### config.mk
export PLATFORM = sky130hd
export DESIGN_NAME = floppy_controller_register_file_flat
export DESIGN_NICKNAME = d
export VERILOG_FILES = /design/src/hdl/fdcrf_pkg.sv /design/src/hdl/fdcrf_req_if.sv /design/src/hdl/fdcrf_rsp_if.sv /design/src/hdl/fdcrf_head.sv /design/src/hdl/floppy_controller_register_file.sv /design/src/flat_wrapper.sv
export SDC_FILE = /design/constraint.sdc
export NUM_CORES = 1
export LEC_CHECK = 0
export BUFFER_PORTS_ARGS = -buffer_cell sky130_fd_sc_hd__buf_4
export CORE_ASPECT_RATIO = 0.5
export CORE_MARGIN = 2
export CORE_UTILIZATION = 31
export CTS_CLUSTER_SIZE = 30
export DETAILED_ROUTE_END_ITERATION = 8
export GPL_TIMING_DRIVEN = 1
export MAX_ROUTING_LAYER = met4
export PLACE_DENSITY_LB_ADDON = 0.15
export SETUP_SLACK_MARGIN = 0.15
export SLEW_MARGIN = 20
export SYNTH_ARGS = -nofsm -noshare
export SYNTH_HDL_FRONTEND = slang
export SYNTH_SLANG_ARGS = --single-unit
export TNS_END_PERCENT = 50
### constraint.sdc
create_clock -name clk -period 2.5 [get_ports clk]
set_input_delay 0.25 -clock clk [delete_from_list [all_inputs] [get_ports clk]]
set_output_delay 0.25 -clock clk [all_outputs]
set_load 0.005 [all_outputs]
### src/hdl/fdcrf_pkg.sv
// ----------------------------------------------------------------------------
// fdcrf_pkg
// Shared types and constants for the floppy controller register file:
// bus windows, register selects, command codes and the head position record.
// ----------------------------------------------------------------------------
package fdcrf_pkg;

    // Bus windows: eight bytes each, bit 0 ignored inside a window
    localparam logic [15:0] READ_BASE  = 16'h5ff0;
    localparam logic [15:0] WRITE_BASE = 16'h5ff8;
    localparam logic [12:0] READ_WIN   = READ_BASE[15:3];
    localparam logic [12:0] WRITE_WIN  = WRITE_BASE[15:3];

    // Status and open-bus values
    localparam logic [7:0] STATUS_BASE = 8'h20;
    localparam logic [7:0] STATUS_TRK0 = 8'h04;
    localparam logic [7:0] OPEN_BUS    = 8'hff;
    localparam logic [7:0] TRACK_MAX   = 8'hff;

    // Register select from address bits 2..1
    typedef enum logic [1:0] {
        SEL_CMD_STATUS = 2'd0,
        SEL_TRACK      = 2'd1,
        SEL_SECTOR     = 2'd2,
        SEL_DATA       = 2'd3
    } reg_sel_t;

    // Command group from command bits 7..5
    typedef enum logic [2:0] {
        CMD_RESTORE  = 3'd0,
        CMD_STEP     = 3'd1,
        CMD_STEP_IN  = 3'd2,
        CMD_STEP_OUT = 3'd3,
        CMD_OTHER4   = 3'd4,
        CMD_OTHER5   = 3'd5,
        CMD_OTHER6   = 3'd6,
        CMD_OTHER7   = 3'd7
    } cmd_t;

    // Bit 4 of a command: update flag (seek flag for restore)
    localparam int UPDATE_BIT = 4;

    // Head position: track register and step direction
    typedef struct packed {
        logic [7:0] track;
        logic       step_inward;
    } head_t;

endpackage

### src/hdl/fdcrf_req_if.sv
// ----------------------------------------------------------------------------
// fdcrf_req_if
// Request channel: one bus access (read or write) with valid/ready handshake.
// ----------------------------------------------------------------------------
interface fdcrf_req_if;
    logic        valid;
    logic        ready;
    logic        action;
    logic [15:0] address;
    logic [7:0]  write_data;

    modport source
    (
        output valid,
        output action,
        output address,
        output write_data,
        input  ready
    );

    modport sink
    (
        input  valid,
        input  action,
        input  address,
        input  write_data,
        output ready
    );
endinterface

### src/hdl/fdcrf_rsp_if.sv
// ----------------------------------------------------------------------------
// fdcrf_rsp_if
// Response channel: the byte returned for one request, valid/ready handshake.
// ----------------------------------------------------------------------------
interface fdcrf_rsp_if;
    logic       valid;
    logic       ready;
    logic [7:0] read_data;

    modport source
    (
        output valid,
        output read_data,
        input  ready
    );

    modport sink
    (
        input  valid,
        input  read_data,
        output ready
    );
endinterface

### src/hdl/fdcrf_head.sv
// ----------------------------------------------------------------------------
// fdcrf_head
// Command decode for the head position: restore, seek and the three step
// commands, with the track saturating at 0 and 255.
// ----------------------------------------------------------------------------
module fdcrf_head
(
    input  logic [7:0]     command,
    input  logic [7:0]     data_val,
    input  fdcrf_pkg::head_t cur,
    output fdcrf_pkg::head_t nxt
);
    import fdcrf_pkg::*;

    logic       update;
    logic [7:0] track_in;
    logic [7:0] track_out;
    cmd_t       cmd;

    assign update = command[UPDATE_BIT];
    assign cmd    = cmd_t'(command[7:5]);

    // Saturating moves
    assign track_in  = (cur.track == TRACK_MAX) ? cur.track : cur.track + 8'd1;
    assign track_out = (cur.track == 8'd0)      ? cur.track : cur.track - 8'd1;

    // Select the new position per command group
    always_comb
    begin
        nxt = cur;
        unique case (cmd)
            CMD_RESTORE:
            begin
                nxt.track = update ? data_val : 8'd0;
            end
            CMD_STEP:
            begin
                if (update)
                begin
                    nxt.track = cur.step_inward ? track_in : track_out;
                end
            end
            CMD_STEP_IN:
            begin
                nxt.step_inward = 1'b1;
                if (update)
                begin
                    nxt.track = track_in;
                end
            end
            CMD_STEP_OUT:
            begin
                nxt.step_inward = 1'b0;
                if (update)
                begin
                    nxt.track = track_out;
                end
            end
            default:
            begin
                nxt = cur;
            end
        endcase
    end

endmodule

### src/hdl/floppy_controller_register_file.sv
// ----------------------------------------------------------------------------
// floppy_controller_register_file
// Register side of a simplified floppy controller behind a CPU bus: status,
// track, sector and data reads; track, sector, data and command writes.
//
//   Channel | Dir | Payload                          | Handshake
//   --------+-----+----------------------------------+-------------
//   req     | in  | action, address[15:0], write_data| valid/ready
//   rsp     | out | read_data[7:0]                   | valid/ready
//
// One request per cycle sustained while rsp is not stalled; a request passes
// through the input register, then the result register, and its response is
// presented from the result register.
// Register updates take effect as the request leaves the input register, so
// each response sees all earlier writes.
// Reset clears the track, sector and data registers and the step direction.
// A stalled rsp holds the result; req accepts while the input register is
// empty or able to move on.
// ----------------------------------------------------------------------------
module floppy_controller_register_file
(
    input  logic        clk,
    input  logic        rst_n,
    fdcrf_req_if.sink   req,
    fdcrf_rsp_if.source rsp
);
    import fdcrf_pkg::*;

    // Input register
    logic        s1_valid_reg;
    logic        s1_action_reg;
    logic [15:0] s1_address_reg;
    logic [7:0]  s1_wdata_reg;

    // Result register
    logic        rsp_valid_reg;
    logic [7:0]  rsp_data_reg;

    // Controller state
    logic [7:0]  sector_reg;
    logic [7:0]  data_reg;
    head_t       head_reg;
    head_t       head_next;
    head_t       cmd_head;

    logic        advance;
    logic        accept;
    logic        in_write_win;
    logic        in_read_win;
    reg_sel_t    sel;
    logic [7:0]  status;
    logic [7:0]  result;

    assign advance   = s1_valid_reg && (!rsp_valid_reg || rsp.ready);
    assign req.ready = !s1_valid_reg || !rsp_valid_reg || rsp.ready;
    assign accept    = req.valid && req.ready;

    assign rsp.valid     = rsp_valid_reg;
    assign rsp.read_data = rsp_data_reg;

    // Address decode of the request in the input register
    assign in_write_win = (s1_address_reg[15:3] == WRITE_WIN);
    assign in_read_win  = (s1_address_reg[15:3] == READ_WIN);
    assign sel          = reg_sel_t'(s1_address_reg[2:1]);

    assign status = ~(STATUS_BASE | ((head_reg.track == 8'd0) ? STATUS_TRK0 : 8'd0));

    fdcrf_head u_head
    (
        .command  (s1_wdata_reg),
        .data_val (data_reg),
        .cur      (head_reg),
        .nxt      (cmd_head)
    );

    // Read result
    always_comb
    begin
        result = 8'd0;
        if (!s1_action_reg)
        begin
            if (s1_address_reg >= WRITE_BASE)
            begin
                result = OPEN_BUS;
            end
            else if (in_read_win)
            begin
                unique case (sel)
                    SEL_CMD_STATUS: result = status;
                    SEL_TRACK:      result = head_reg.track;
                    SEL_SECTOR:     result = sector_reg;
                    SEL_DATA:       result = data_reg;
                    default:        result = 8'd0;
                endcase
            end
        end
    end

    // Head position update for writes in the window
    always_comb
    begin
        head_next = head_reg;
        if (advance && s1_action_reg && in_write_win)
        begin
            unique case (sel)
                SEL_CMD_STATUS: head_next = cmd_head;
                SEL_TRACK:      head_next.track = s1_wdata_reg;
                default:        head_next = head_reg;
            endcase
        end
    end

    // Input register: take a request when empty or moving on
    always_ff @(posedge clk or negedge rst_n)
    begin
        if (!rst_n)
        begin
            s1_valid_reg <= 1'b0;
        end
        else if (req.ready)
        begin
            s1_valid_reg <= accept;
        end
    end

    always_ff @(posedge clk)
    begin
        if (accept)
        begin
            s1_action_reg  <= req.action;
            s1_address_reg <= req.address;
            s1_wdata_reg   <= req.write_data;
        end
    end

    // Result register: hold while stalled
    always_ff @(posedge clk or negedge rst_n)
    begin
        if (!rst_n)
        begin
            rsp_valid_reg <= 1'b0;
        end
        else if (!rsp_valid_reg || rsp.ready)
        begin
            rsp_valid_reg <= s1_valid_reg;
        end
    end

    always_ff @(posedge clk)
    begin
        if (advance)
        begin
            rsp_data_reg <= result;
        end
    end

    // Controller state
    always_ff @(posedge clk or negedge rst_n)
    begin
        if (!rst_n)
        begin
            head_reg   <= '0;
            sector_reg <= 8'd0;
            data_reg   <= 8'd0;
        end
        else
        begin
            head_reg <= head_next;
            if (advance && s1_action_reg && in_write_win)
            begin
                if (sel == SEL_SECTOR)
                begin
                    sector_reg <= s1_wdata_reg;
                end
                if (sel == SEL_DATA)
                begin
                    data_reg <= s1_wdata_reg;
                end
            end
        end
    end

endmodule

### src/flat_wrapper.sv
// flat-port wrapper written by rule: the top's interface ports become plain ports
module floppy_controller_register_file_flat import fdcrf_pkg::*;
  (clk, rst_n, req_valid, req_action, req_address, req_write_data, req_ready, rsp_valid, rsp_read_data, rsp_ready);
  fdcrf_req_if req_i ();
  fdcrf_rsp_if rsp_i ();
  input  logic clk;
  input  logic rst_n;
  input wire logic [$bits(req_i.valid)-1:0] req_valid;
  input wire logic [$bits(req_i.action)-1:0] req_action;
  input wire logic [$bits(req_i.address)-1:0] req_address;
  input wire logic [$bits(req_i.write_data)-1:0] req_write_data;
  output wire logic [$bits(req_i.ready)-1:0] req_ready;
  output wire logic [$bits(rsp_i.valid)-1:0] rsp_valid;
  output wire logic [$bits(rsp_i.read_data)-1:0] rsp_read_data;
  input wire logic [$bits(rsp_i.ready)-1:0] rsp_ready;
  assign req_i.valid = req_valid;
  assign req_i.action = req_action;
  assign req_i.address = req_address;
  assign req_i.write_data = req_write_data;
  assign req_ready = req_i.ready;
  assign rsp_valid = rsp_i.valid;
  assign rsp_read_data = rsp_i.read_data;
  assign rsp_i.ready = rsp_ready;
  floppy_controller_register_file u_core (.clk(clk), .rst_n(rst_n), .req(req_i), .rsp(rsp_i));
endmodule
# Yosys cells after proc, flatten, opt, wreduce, memory -nomap -nowiden
# Cells that the tools add are included.
# classes
n_addsub	2
magnitude_cmp	1
n_eq_ne	13
mux	14
bitwise_logic	1
reduce_logical	18
# op_table
operator	count
$mux W8	9
$pmux W8 S4	2
$eq A13 B12 Y1 const B	2
$ge A16 B15 Y1 const B	1
$pmux W8 S2	1
$ne A3 B2 Y1 const B	3
$add A8 B1 Y8 const B	1
$eq A8 B8 Y1 const B	1
$logic_not A8 Y1	1
$not A8 Y8	1
$sub A8 B1 Y8 const B	1
$eq A3 B2 Y1 const B	2
$reduce_and A6 Y1	1
$ne A5 B5 Y1 const B	1
$eq A2 B2 Y1 const B	2
$logic_and A1 B1 Y1	4
$reduce_and A2 Y1	2
$reduce_bool A2 Y1	2
$eq A3 B1 Y1 const B	1
$logic_not A3 Y1	1
$logic_or A1 B1 Y1	3
$mux W3	1
$reduce_and A3 Y1	1
$eq A2 B1 Y1 const B	1
other kinds (3)	4
# word_totals
register_bits	60
output_inout_bits	10
word_cells	59

# Logic depth before layout (Yosys ltp)
# logic_depth
ltp_word	6
ltp_mapped	8
depth_no_buf	7

# Cells and area by module
# Synthesis repeated with hierarchy kept, for this count alone.
# unflattened
hier_cells	270
area_unflattened_um2	3199.3
# by_module_without_submodules
mod	n_inst	cells_each	area_each_um2	seq_area_each_um2
floppy_controller_register_file	1	160	2484.9	1636.6
fdcrf_head	1	110	714.4	0.0

# Worst setup path before layout
# OpenSTA, ideal clock, no wires.
# synth_path
path_type	reg2reg
startpoint	reg u_core.head_reg[1] (netlist bit)
endpoint	reg u_core.head_reg[7] (netlist bit)
setup_time_ps	83
arrival_time_ps	1841
required_ps	2417
path_slack_ps	577
stages_incl_launch_ff	8
path_buffers	0
cell_sequence	dfrtp_1 inv_1 ha_1 nand2b_1 or4b_2 a211oi_1 o22ai_1 o21ai_0
# synth_via
elab_chain_len	6
# synth_rtl
element	line_no	rtl
start, declared	floppy_controller_register_file.sv:42	head_t head_reg;
start signal, assigned	floppy_controller_register_file.sv:168	head_reg <= head_next;
$sub A8 B1 Y8 (tied with other cells)	fdcrf_head.sv:25	assign track_out = (cur.track == 8'd0) ? cur.track : cur.track - 8'd1;
$mux W8, on equally long branches	fdcrf_head.sv:25, fdcrf_head.sv:24	
$mux W8	fdcrf_head.sv:40	nxt.track = cur.step_inward ? track_in : track_out;
$mux W8	fdcrf_head.sv:38	if (update)
$pmux W8 S4 *	fdcrf_head.sv:31	unique case (cmd)
$pmux W8 S2 *	floppy_controller_register_file.sv:105	unique case (sel)
# Every way passes the cells marked *; elsewhere a longest branch is shown, timed or not. The select of a mux whose other input is x is not followed.
# A chain may end at the register's enable or synchronous reset.

# Final worst setup path
# layout_path
startpoint	reg u_core.s1_address_reg[14]
endpoint	reg u_core.sector_reg[1]
# layout_via
elab_chain_len	3
# layout_rtl
element	line_no	rtl
start, declared	floppy_controller_register_file.sv:32	logic [15:0] s1_address_reg;
start signal, assigned	floppy_controller_register_file.sv:131	s1_address_reg <= req.address;
$eq A13 B12 Y1	floppy_controller_register_file.sv:62	assign in_write_win = (s1_address_reg[15:3] == WRITE_WIN);
$logic_and A1 B1 Y1	floppy_controller_register_file.sv:169	if (advance && s1_action_reg && in_write_win)
$reduce_and A2 Y1 (no line)	--	
end signal, assigned	floppy_controller_register_file.sv:173	sector_reg <= s1_wdata_reg;
end, declared	floppy_controller_register_file.sv:40	logic [7:0] sector_reg;
# Every way passes these cells.

==> flow_summary.json <==
{
  "status": "completed",
  "finalCritPeriodShare": 0.878,
  "htree_levels": 3,
  "start_util": 0.322,
  "drt_iter0_drc": 160,
  "r2r_end": "u_core.sector_reg[1]$_DFFE_PN0P_",
  "synth-seq-cells": 59,
  "clkTransAtPathRegs_ns": 0.05,
  "instances_no_fill": 445,
  "hold_path.class": "input pin to flop",
  "antenna_left": 0,
  "required_ns": 2.71,
  "synthFlopType": "edfxtp_1",
  "crit_buf_inv": 0,
  "io_pins": 39,
  "nNetsFinal": 337,
  "antenna_cells": 0,
  "num-fill-cells": 950,
  "reg2reg_slack_ns": 0.30,
  "hold_path.startpoint": "req_write_data[2]",
  "dieArea_um2": 10800,
  "power_density_nw_per_um2": 639,
  "syn_area_um2": 3070,
  "min_path_cells": 1,
  "p_leak_uw": 0.00147,
  "grt_max_degree": 28,
  "synth_cell_types": 56,
  "max-cap-violations": 0,
  "rr_worst_depth": 5,
  "syn_nets": 299,
  "r2r-start": "u_core.s1_address_reg[14]$_DFFE_PP_",
  "cts_tree": "yes",
  "cts_setup_buffers": 0,
  "worstPathMaxFanout": 8,
  "cts_sinks": 59,
  "finalSetupTns_ns": 0,
  "synth_edf_count": 32,
  "numCtsBuffers": 9,
  "max_clock_freq_ghz": 0.455,
  "rsz0062_at_grt": "no",
  "die_x_um": 145,
  "die_h_um": 74.4,
  "holdBufCountCts": 1,
  "fin_hold_ws_ns": 0.0943,
  "min_to": "u_core.s1_wdata_reg[2]$_DFFE_PP_",
  "gp_congestion": 0.822,
  "dp_cells": 428,
  "ir_drop_v": 0.000396,
  "clk_latency_ns": 0.33,
  "wl_per_cell_um": 17.3,
  "synth_cells": 267,
  "crit_type": "flop to flop",
  "crit_arrival_ns": 2.40,
  "largest_reg_flops": 15,
  "yosys_warnings": 0,
  "dr_total_vias": 2257,
  "area_growth_pct": 20.9,
  "tightestPinTransition_ns": 0.742,
  "wirelength_met1_um": 3760,
  "grt_remaining_overflow": 0,
  "drcViolationCount": 0,
  "wl_met2_um": 3470,
  "numPortBuffers": 37,
  "rows": 25,
  "start_kind": "flop",
  "cts_buffer_depth": 2,
  "hpwlAfterDp_um": 5430,
  "ys_seq_area_frac": 0.532,
  "setup.worst_path.end_class": "flop",
  "cp_slowest_stage_delay_ns": 0.49,
  "wl_um": 7710,
  "async_reset_ff_frac": 0.458,
  "slew_viol_final": 0,
  "clockRootBuffer": "clkbuf_16",
  "syn_avg_cell_area_um2": 11.5,
  "maxSlewHeadroom": 0.503,
  "cp_slowest_cell": "or4_1",
  "crit_chain": "nand4_1 -> or4_1 -> nor3_2 -> and3b_1 -> mux2_2",
  "period_minus_slack_ns": 2.20,
  "grt_pass1_wl_um": 12600,
  "first_global_vias": 2270,
  "vias_per_cell": 5.07,
  "ctsResizeCount": 0,
  "wl_met3_um": 392,
  "finClkSkew_ns": 0.00458,
  "track_usage": 0.164,
  "cp_top_family": "simple AND/OR/NAND/NOR gates",
  "top_layer": "met4",
  "firstDrtPassIters": 4,
  "antenna_found_initial": 0,
  "finalSetupViolCount": 0,
  "core_area_um2": 9540,
  "drive_gt1_frac": 0.274,
  "hold_violations": 0
}
-- worst reg2reg max path: stages (launching register included) --
cell and delay (ns):
edfxtp_1 0.38, nand4_1 0.10, or4_1 0.49, nor3_2 0.25
and3b_1 0.46, mux2_2 0.39
-- how the worst max path moves through the flow --
stage	start	end	cells past startpoint
after floorplan	u_core.head_reg[1]$_DFFE_PN0P_	u_core.head_reg[7]$_DFFE_PN0P_	7
after global placement	u_core.s1_address_reg[14]$_DFFE_PP_	u_core.sector_reg[0]$_DFFE_PN0P_	5
after detailed placement	u_core.s1_address_reg[14]$_DFFE_PP_	u_core.sector_reg[1]$_DFFE_PN0P_	5
after CTS	u_core.s1_address_reg[14]$_DFFE_PP_	u_core.sector_reg[1]$_DFFE_PN0P_	5
after global routing	u_core.s1_address_reg[15]$_DFFE_PP_	u_core.head_reg[3]$_DFFE_PN0P_	5
final	u_core.s1_address_reg[14]$_DFFE_PP_	u_core.sector_reg[1]$_DFFE_PN0P_	5
-- power by group --
group / switching (uW) / internal [uW] / total, uW / leakage, uW
clock network: 437 / 665 / 1100 / 0.000127
registers: 29.6 / 1080 / 1110 / 0.000675
logic: 88.9 / 77.9 / 167 / 0.000668
total: 556 / 1820 / 2380 / 0.00147
-- placed cells by master (no fill, tap or decap), types with 2 or more instances in the layout --
cell type   n
or4_1       3
clkbuf_1    2
nand3b_1    2
o211ai_1   10
buf_4      46
ha_1        3
mux2i_1     4
o311ai_0    2
edfxtp_1   32
nor4b_1     3
mux2_2     17
clkbuf_16   9
a31oi_1     5
xnor2_1     4
nor2_1     15
o21bai_1    2
nand4_1     5
a211oi_1    4
nand2b_1    6
a21oi_1    14
nand3_1     7
a2111oi_0   2
clkinv_2    2
o31ai_1     7
nor3_1      6
nand2_1    19
dfrtp_1    27
and4_1      4
inv_1       7
o22ai_1     2
and2_1      3
o21ai_0     8
-- cell families (layout without fill, tap and decap cells) --
logic type      count (synthesis)  count (layout)  synth area share
fa+ha+maj                       3               3            0.0122
xor+xnor                        5               5            0.0142
flops                          59              59             0.532
compound gates                 66              66             0.147
simple gates                   85              85             0.156
buf+inv                        27              70            0.0554
mux                            22              22            0.0826
-- Yosys cell counts, types with 5 or more instances --
| cell | instances | area (um2) |
|---|---|---|
| edfxtp_1 | 32 | 961 |
| dfrtp_1 | 27 | 676 |
| nand2_1 | 19 | 71.3 |
| mux2_2 | 17 | 191 |
| nor2_1 | 15 | 56.3 |
| a21oi_1 | 14 | 70.1 |
| o211ai_1 | 10 | 75.1 |
| clkbuf_1 | 8 | 30.0 |
| o21ai_0 | 8 | 40.0 |
| buf_6 | 7 | 78.8 |
| inv_1 | 7 | 26.3 |
| nand3_1 | 7 | 35.0 |
| o31ai_1 | 7 | 52.6 |
| nand2b_1 | 6 | 37.5 |
| nor3_1 | 6 | 30.0 |
| a31oi_1 | 5 | 31.3 |
| nand4_1 | 5 | 31.3 |
-- final cells by class --
cell class | instances | area (um2) | share of cell area
Sequential cell | 59 | 1640 | 0.440
Clock buffer | 11 | 233 | 0.0626
Tap cell | 135 | 169 | 0.0454
Inverter | 7 | 26.3 | 0.00707
Clock inverter | 5 | 30.0 | 0.00808
Multi-Input combinational cell | 181 | 1270 | 0.341
Timing Repair Buffer | 47 | 355 | 0.0956
-- stage by stage --
stage | utilization | power [uW] | instance area, um2 | setup slack [ns]
2_1_floorplan | - | 1200 | 3070 | 0.577
3_3_place_gp | 0.361 | 1290 | 3440 | 0.352
3_5_place_dp | 0.361 | 1290 | 3440 | 0.315
4_1_cts | 0.390 | 2420 | 3720 | 0.289
5_1_grt | 0.390 | 2470 | 3720 | 0.194
6_report | 0.390 | 2380 | 3720 | 0.304
-- routing by layer --
metal / GRT usage / vias to the layer above
met5: - / -
met4: 0.0593 / 0
met3: 0.0406 / 9
met2: 0.237 / 64
met1: 0.224 / 1089
li1: - / 1095
(Power assumes the default switching activity.)
